==> src/rtl/ole_pkg.sv <==
// ole_pkg: sizes, request and status codes and sequencer states of the ordered list engine
// no dependencies; ole_if, ordered_list_engine and ole_checker import it
package ole_pkg;

    localparam int CAPACITY = 16;
    localparam int IDX_W    = $clog2(CAPACITY);
    localparam int CNT_W    = $clog2(CAPACITY + 1);

    localparam int DATA_W   = 32;
    localparam int REQ_W    = 3;
    localparam int STATUS_W = 2;
    localparam int POS_W    = 4;
    localparam int TOTAL_W  = 5;

    localparam logic [REQ_W-1:0] REQ_FRONT  = 3'd0;
    localparam logic [REQ_W-1:0] REQ_BACK   = 3'd1;
    localparam logic [REQ_W-1:0] REQ_DELETE = 3'd2;
    localparam logic [REQ_W-1:0] REQ_SEARCH = 3'd3;
    localparam logic [REQ_W-1:0] REQ_CLEAR  = 3'd4;

    localparam logic [STATUS_W-1:0] ST_DONE      = 2'd0;
    localparam logic [STATUS_W-1:0] ST_NOT_FOUND = 2'd1;
    localparam logic [STATUS_W-1:0] ST_FULL      = 2'd2;

    typedef enum logic [2:0] {
        S_IDLE,
        S_SCAN_RD,
        S_SCAN_CMP,
        S_MOVE_RD,
        S_MOVE_WR,
        S_HEAD_WR,
        S_RESP
    } state_t;

endpackage

==> src/rtl/ole_if.sv <==
// ole_req_if and ole_rsp_if: valid/ready channels of the ordered list engine
// depends on ole_pkg
interface ole_req_if
    import ole_pkg::*;
    ();
    logic                     valid;
    logic                     ready;
    logic [REQ_W-1:0]         req_type;
    logic signed [DATA_W-1:0] value;

    modport source (output valid, output req_type, output value, input ready);
    modport sink   (input valid, input req_type, input value, output ready);
endinterface

interface ole_rsp_if
    import ole_pkg::*;
    ();
    logic                valid;
    logic                ready;
    logic [STATUS_W-1:0] status;
    logic [POS_W-1:0]    position;
    logic [TOTAL_W-1:0]  entry_total;

    modport source (output valid, output status, output position, output entry_total,
                    input ready);
    modport sink   (input valid, input status, input position, input entry_total,
                    output ready);
endinterface

==> src/rtl/ole_ram.sv <==
// ole_ram: generic simple dual-port ram, one write and one registered read per cycle
// no dependencies
module ole_ram #(
    parameter int WIDTH = 32,
    parameter int DEPTH = 16
) (
    input  logic                     clk,
    input  logic                     wr_en,
    input  logic [$clog2(DEPTH)-1:0] wr_addr,
    input  logic [WIDTH-1:0]         wr_data,
    input  logic                     rd_en,
    input  logic [$clog2(DEPTH)-1:0] rd_addr,
    output logic [WIDTH-1:0]         rd_data
);

    logic [WIDTH-1:0] mem [DEPTH];

    always_ff @(posedge clk)
    begin
        if (wr_en)
        begin
            mem[wr_addr] <= wr_data;
        end
        if (rd_en)
        begin
            rd_data <= mem[rd_addr];
        end
    end

endmodule

==> src/rtl/ordered_list_engine.sv <==
// ordered_list_engine: ordered list of signed words kept packed in one ram
// depends on ole_pkg, ole_if (ole_req_if, ole_rsp_if) and ole_ram
//
//   channel | dir | payload                          | note
//   req     | in  | req_type, value                  | taken only while the sequencer idles
//   rsp     | out | status, position, entry_total    | one item per request, output register
//
// sequencing: insert back, clear, full or empty cases go straight to the response
// register; search reads and compares entries from the head until a hit or the tail;
// insert front moves each entry up one place from the tail, then writes the head; delete
// scans to the hit, then moves each later entry down one place. the single ram read port
// sets the pace: each entry's registered read is compared or written back in the next cycle.
// reset clears the count and the control; the ram needs no clearing pass since only
// entries below the count are read.
// a stalled response holds in the output register while the next request is taken.
module ordered_list_engine
    import ole_pkg::*;
(
    input  logic        clk,
    input  logic        rst_n,
    ole_req_if.sink     req,
    ole_rsp_if.source   rsp
);

    state_t              state_reg, state_next;
    logic [CNT_W-1:0]    idx_reg, idx_next;
    logic [CNT_W-1:0]    count_reg, count_next;
    logic [REQ_W-1:0]    op_reg, op_next;
    logic [DATA_W-1:0]   key_reg, key_next;
    logic [STATUS_W-1:0] status_reg, status_next;
    logic [IDX_W-1:0]    pos_reg, pos_next;

    // response output register
    logic                out_valid_reg, out_valid_next;
    logic [STATUS_W-1:0] out_status_reg, out_status_next;
    logic [POS_W-1:0]    out_pos_reg, out_pos_next;
    logic [TOTAL_W-1:0]  out_total_reg, out_total_next;

    // ram port signals
    logic                wr_en;
    logic [IDX_W-1:0]    wr_addr;
    logic [DATA_W-1:0]   wr_data;
    logic                rd_en;
    logic [IDX_W-1:0]    rd_addr;
    logic [DATA_W-1:0]   rd_data;

    logic [CNT_W-1:0]    idx_minus;
    logic [CNT_W-1:0]    idx_plus;
    logic                list_full;
    logic                req_take;
    logic                out_free;

    assign idx_minus = idx_reg - CNT_W'(1);
    assign idx_plus  = idx_reg + CNT_W'(1);
    assign list_full = (count_reg == CNT_W'(CAPACITY));
    assign req.ready = (state_reg == S_IDLE);
    assign req_take  = req.valid && req.ready;
    assign out_free  = !out_valid_reg || rsp.ready;

    // list storage; reads and writes never touch the same entry in neighboring cycles
    ole_ram #(
        .WIDTH(DATA_W),
        .DEPTH(CAPACITY)
    ) u_ram (
        .clk     (clk),
        .wr_en   (wr_en),
        .wr_addr (wr_addr),
        .wr_data (wr_data),
        .rd_en   (rd_en),
        .rd_addr (rd_addr),
        .rd_data (rd_data)
    );

    always_ff @(posedge clk or negedge rst_n)
    begin
        if (!rst_n)
        begin
            state_reg     <= S_IDLE;
            idx_reg       <= '0;
            count_reg     <= '0;
            op_reg        <= REQ_FRONT;
            status_reg    <= ST_DONE;
            pos_reg       <= '0;
            out_valid_reg <= 1'b0;
        end
        else
        begin
            state_reg     <= state_next;
            idx_reg       <= idx_next;
            count_reg     <= count_next;
            op_reg        <= op_next;
            status_reg    <= status_next;
            pos_reg       <= pos_next;
            out_valid_reg <= out_valid_next;
        end
    end

    // payload registers
    always_ff @(posedge clk)
    begin
        key_reg        <= key_next;
        out_status_reg <= out_status_next;
        out_pos_reg    <= out_pos_next;
        out_total_reg  <= out_total_next;
    end

    always_comb
    begin
        state_next      = state_reg;
        idx_next        = idx_reg;
        count_next      = count_reg;
        op_next         = op_reg;
        key_next        = key_reg;
        status_next     = status_reg;
        pos_next        = pos_reg;
        out_valid_next  = out_valid_reg && !rsp.ready;
        out_status_next = out_status_reg;
        out_pos_next    = out_pos_reg;
        out_total_next  = out_total_reg;
        wr_en           = 1'b0;
        wr_addr         = idx_reg[IDX_W-1:0];
        wr_data         = rd_data;
        rd_en           = 1'b0;
        rd_addr         = idx_reg[IDX_W-1:0];

        unique case (state_reg)
            S_IDLE:
            begin
                if (req_take)
                begin
                    op_next     = req.req_type;
                    key_next    = unsigned'(req.value);
                    status_next = ST_DONE;
                    pos_next    = '0;
                    idx_next    = '0;
                    state_next  = S_RESP;
                    unique case (req.req_type)
                        REQ_FRONT:
                        begin
                            if (list_full)
                            begin
                                status_next = ST_FULL;
                            end
                            else if (count_reg == '0)
                            begin
                                wr_en      = 1'b1;
                                wr_addr    = '0;
                                wr_data    = unsigned'(req.value);
                                count_next = count_reg + CNT_W'(1);
                            end
                            else
                            begin
                                // walk from the tail down, moving each entry up one place
                                idx_next   = count_reg;
                                state_next = S_MOVE_RD;
                            end
                        end
                        REQ_BACK:
                        begin
                            if (list_full)
                            begin
                                status_next = ST_FULL;
                            end
                            else
                            begin
                                wr_en      = 1'b1;
                                wr_addr    = count_reg[IDX_W-1:0];
                                wr_data    = unsigned'(req.value);
                                count_next = count_reg + CNT_W'(1);
                            end
                        end
                        REQ_DELETE, REQ_SEARCH:
                        begin
                            if (count_reg == '0)
                            begin
                                status_next = ST_NOT_FOUND;
                            end
                            else
                            begin
                                state_next = S_SCAN_RD;
                            end
                        end
                        REQ_CLEAR:
                        begin
                            count_next = '0;
                        end
                        default:
                        begin
                            // unknown request: list untouched, plain done
                        end
                    endcase
                end
            end
            S_SCAN_RD:
            begin
                rd_en      = 1'b1;
                rd_addr    = idx_reg[IDX_W-1:0];
                state_next = S_SCAN_CMP;
            end
            S_SCAN_CMP:
            begin
                if (rd_data == key_reg)
                begin
                    if (op_reg == REQ_SEARCH)
                    begin
                        pos_next   = idx_reg[IDX_W-1:0];
                        state_next = S_RESP;
                    end
                    else if (idx_plus == count_reg)
                    begin
                        // hit on the last entry: nothing to close up
                        count_next = count_reg - CNT_W'(1);
                        state_next = S_RESP;
                    end
                    else
                    begin
                        state_next = S_MOVE_RD;
                    end
                end
                else if (idx_plus == count_reg)
                begin
                    status_next = ST_NOT_FOUND;
                    state_next  = S_RESP;
                end
                else
                begin
                    idx_next   = idx_plus;
                    state_next = S_SCAN_RD;
                end
            end
            S_MOVE_RD:
            begin
                rd_en      = 1'b1;
                rd_addr    = (op_reg == REQ_FRONT) ? idx_minus[IDX_W-1:0]
                                                   : idx_plus[IDX_W-1:0];
                state_next = S_MOVE_WR;
            end
            S_MOVE_WR:
            begin
                wr_en   = 1'b1;
                wr_addr = idx_reg[IDX_W-1:0];
                wr_data = rd_data;
                if (op_reg == REQ_FRONT)
                begin
                    idx_next   = idx_minus;
                    state_next = (idx_reg == CNT_W'(1)) ? S_HEAD_WR : S_MOVE_RD;
                end
                else if (idx_plus + CNT_W'(1) == count_reg)
                begin
                    count_next = count_reg - CNT_W'(1);
                    state_next = S_RESP;
                end
                else
                begin
                    idx_next   = idx_plus;
                    state_next = S_MOVE_RD;
                end
            end
            S_HEAD_WR:
            begin
                wr_en      = 1'b1;
                wr_addr    = '0;
                wr_data    = key_reg;
                count_next = count_reg + CNT_W'(1);
                state_next = S_RESP;
            end
            S_RESP:
            begin
                // wait here only while an earlier response is still unclaimed
                if (out_free)
                begin
                    out_valid_next  = 1'b1;
                    out_status_next = status_reg;
                    out_pos_next    = POS_W'(pos_reg);
                    out_total_next  = TOTAL_W'(count_reg);
                    state_next      = S_IDLE;
                end
            end
            default:
            begin
                state_next = S_IDLE;
            end
        endcase
    end

    assign rsp.valid       = out_valid_reg;
    assign rsp.status      = out_status_reg;
    assign rsp.position    = out_pos_reg;
    assign rsp.entry_total = out_total_reg;

endmodule

==> src/flat_wrapper.sv <==
// flat-port wrapper written by rule: the top's interface ports become plain ports
module ordered_list_engine_flat import ole_pkg::*;
  (clk, rst_n, req_valid, req_req_type, req_value, req_ready, rsp_valid, rsp_status, rsp_position, rsp_entry_total, rsp_ready);
  ole_req_if req_i ();
  ole_rsp_if rsp_i ();
  input  logic clk;
  input  logic rst_n;
  input wire logic [$bits(req_i.valid)-1:0] req_valid;
  input wire logic [$bits(req_i.req_type)-1:0] req_req_type;
  input wire logic [$bits(req_i.value)-1:0] req_value;
  output wire logic [$bits(req_i.ready)-1:0] req_ready;
  output wire logic [$bits(rsp_i.valid)-1:0] rsp_valid;
  output wire logic [$bits(rsp_i.status)-1:0] rsp_status;
  output wire logic [$bits(rsp_i.position)-1:0] rsp_position;
  output wire logic [$bits(rsp_i.entry_total)-1:0] rsp_entry_total;
  input wire logic [$bits(rsp_i.ready)-1:0] rsp_ready;
  assign req_i.valid = req_valid;
  assign req_i.req_type = req_req_type;
  assign req_i.value = req_value;
  assign req_ready = req_i.ready;
  assign rsp_valid = rsp_i.valid;
  assign rsp_status = rsp_i.status;
  assign rsp_position = rsp_i.position;
  assign rsp_entry_total = rsp_i.entry_total;
  assign rsp_i.ready = rsp_ready;
  ordered_list_engine u_core (.clk(clk), .rst_n(rst_n), .req(req_i), .rsp(rsp_i));
endmodule
==> config.mk <==
export PLATFORM = sky130hd
export DESIGN_NAME = ordered_list_engine_flat
export DESIGN_NICKNAME = d
export VERILOG_FILES = /design/src/rtl/ole_pkg.sv /design/src/rtl/ole_if.sv /design/src/rtl/ole_ram.sv /design/src/rtl/ordered_list_engine.sv /design/src/flat_wrapper.sv
export SDC_FILE = /design/constraint.sdc
export NUM_CORES = 1
export LEC_CHECK = 0
export BUFFER_PORTS_ARGS = -buffer_cell sky130_fd_sc_hd__clkbuf_2
export CAP_MARGIN = 20
export CORE_MARGIN = 1
export CORE_UTILIZATION = 50
export DETAILED_ROUTE_END_ITERATION = 10
export PLACE_DENSITY = 0.66
export SYNTH_ARGS = -nofsm -noshare
export SYNTH_HDL_FRONTEND = slang
export SYNTH_SLANG_ARGS = --single-unit
==> constraint.sdc <==
create_clock -name clk -period 9.1 [get_ports clk]
set_input_delay 1.82 -clock clk [delete_from_list [all_inputs] [get_ports clk]]
set_output_delay 1.82 -clock clk [all_outputs]
set_load 0.03 [all_outputs]
==> flow_summary.toml <==
[power]
ir_worst_vdd_mv = 0.248
power_density_nw_per_um2 = 348
leakagePower_nw = 10.6

[timing]
fin_crit_sh = 0.530
fmax_mhz = 207
slew_headroom = 0.310
fin_hold_ws_ns = 0.488
tightest_slew_ns = 1.03
period_minus_slack_ns = 4.83
skew_ns = 0.0328
setup-tns-final_ns = 0
final_max_slew_viol_count = 0
setup_violations = 0
finalHoldViolations = 0
rsz0062_at_grt = "false"

[yosys]
ys_seq_area_frac = 0.627
synth_edf_count = 587
synth_ff_type = "edfxtp_1"
async_flop_share = 0.0377
ys_ff_latch = 610
synth_nets = 2325
syn_inst = 2276
synth-warning-count = 0
synthDistinctLibCells = 74
synth_area_um2 = 29000
syn_area_per_cell_um2 = 12.8

[place]
gp_congestion = 0.916
dpl.hpwl_um = 49200
portBuffers = 51
dp_cells = 3002
place_area_um2 = 30400

[routing]
vias = 19835
drt_iter0_markers = 1930
routed_wl_um = 80200
ant_nets = 0
dr.pass1.iters = 6
drc = 0
vias_per_cell = 6.36
wl_per_cell_um = 25.7

[global_routing]
grt_pass1_vias = 18955
grt_use_total = 0.268
antenna_found_initial = 0
grt_max_degree = 85
grt_pass1_wl_um = 118000
grt.overflow.total = 0

[floorplanning]
die_area_um2 = 59100
core_area_um2 = 56900
ioPinCount = 52
start_util = 0.510
die_h_um = 243
die_w_um = 243
row_count = 87

[setup_path]
cp.required_ns = 9.56
crit_arrival_ns = 5.29
crit_path_end_kind = "flip-flop"
start_kind = "flip-flop"
critPathKind = "reg -> reg"
path_max_fanout = 67

[cells_and_area]
design_area_um2 = 32500
stdcell_count = 3121
area_delta_synth_final_pct = 11.8
antenna_cells = 0
layout.nets = 2365
drive_gt1_frac = 0.168
largest_register_ffs = 512

[hold_path]
hold_class = "reg -> reg"

[run]
timing.max_cap.violations = 0

[cts]
cts_root_buf = "clkbuf_16"
cts_buffers = 66
cts_buffer_depth = 3
holdBufCountCts = 0
htreeDepth = 3
cts.sinks = 610
clkTransAtPathRegs_ns = 0.06
cts_tree = "built"
cts_resized = 0
clk_latency_ns = 0.61
postCtsSetupRepairBufs = 0

[run_status]
status = "finished clean"
## cells by family (layout without fill, tap and decap cells)
logic type	Yosys count	count (layout)	synth area share
buffers and inverters	180	269	0.0272
XOR/XNOR	55	55	0.0189
adder cells (fa/ha/maj)	10	10	0.00431
multiplexers	260	260	0.112
AND/OR/NAND/NOR	633	633	0.0959
AO/OA/AOI/OAI	528	528	0.115
flip-flops	610	610	0.627
## power breakdown
group | internal (mW) | switching (mW)
clock network | 1.46 | 1.10
registers | 3.80 | 0.271
logic | 1.57 | 3.11
total | 6.83 | 4.48
## worst paths after layout
kind | start | to | depth (start not counted) | slack, ns
setup / recovery | u_core.idx_reg[0] | u_core.u_ram.rd_data[15] | 11 | 4.27
hold / removal | u_core.status_reg[0] | u_core.rsp.status[0] | 0 | 0.49
setup reg to reg | u_core.idx_reg[0] | u_core.u_ram.rd_data[15] | 11 | 4.27
hold reg to reg | u_core.status_reg[0] | u_core.rsp.status[0] | 0 | 0.49
max in group asynchronous | rst_n | u_core.idx_reg[1] | 1 | 7.37
min in group asynchronous | rst_n | u_core.pos_reg[3] | 1 | 1.23
## Yosys cell counts, types with 4 or more instances
library cell	count	share of area
a31oi_1	87	0.019
nand4_1	10	0.0022
o21ai_0	118	0.020
o311a_1	6	0.0021
xnor2_1	45	0.014
nand2_1	335	0.043
a22oi_1	15	0.0039
nor3_1	11	0.0019
inv_1	12	0.0016
a221oi_2	10	0.0052
mux2i_1	149	0.051
nor2b_1	23	0.0050
xor2_1	5	0.0015
a211oi_1	37	0.0096
edfxtp_1	587	0.61
buf_2	31	0.0053
ha_1	10	0.0043
buf_4	13	0.0034
nor4_1	33	0.0071
buf_1	8	0.0010
nor2_1	117	0.015
a21oi_1	152	0.026
a22o_1	5	0.0015
o211ai_1	6	0.0016
clkbuf_1	111	0.014
a221oi_1	7	0.0021
nand3_1	71	0.012
o32ai_1	12	0.0036
o31ai_1	32	0.0083
nand2b_1	5	0.0011
mux4_2	44	0.034
mux2_2	66	0.026
and2_1	4	0.00086
a311oi_1	18	0.0054
dfrtp_1	23	0.020
## layout by cell type, fill, tap and decap left out, types with 44 or more instances in the layout
| master | n |
|---|---|
| mux2i_1 | 149 |
| buf_4 | 84 |
| nand2_1 | 335 |
| nand3_1 | 70 |
| edfxtp_1 | 587 |
| o21ai_0 | 110 |
| clkbuf_16 | 69 |
| mux4_2 | 44 |
| clkbuf_2 | 51 |
| a31oi_1 | 86 |
| a21oi_1 | 151 |
| mux2_2 | 66 |
| nor2_1 | 97 |
## metrics by stage
stage | setup WS, ns | power, mW | util
after floorplan | 4.07 | 7.24 | -
after global placement | 3.68 | 8.64 | 0.533
after detailed placement | 3.75 | 8.74 | 0.534
after CTS | 4.36 | 11.3 | 0.570
after global routing | 4.06 | 11.8 | 0.570
final | 4.27 | 11.3 | 0.570
## critical path, stage by stage (launching register included)
cell and delay [ns]:
dfrtp_2 0.34, buf_4 0.53, inv_2 0.53, ha_1 0.70, xnor2_2 0.16, buf_4 0.55
buf_4 0.79, nand2_1 0.11, a31oi_1 0.19, a21oi_1 0.06, o21ai_0 0.39, o311a_1 0.28
## per-layer routing
metal  up-vias  share of wire  global-route usage
met5         -              0                   0
met4         0          0.034              0.0973
met3       154          0.087              0.0585
met2       939           0.47               0.424
met1      9924           0.41               0.363
li1       8818              -                   -
## cell type report
cell class,count,area (um^2)
clock buffer,80,1780
clock inverter,37,277
inverter,14,52.6
tap,756,946
sequential,610,18200
fill,4489,24500
multi-input combinational,1486,10300
timing repair buffer,138,937
No activity file was read; power rests on OpenSTA's default activity.
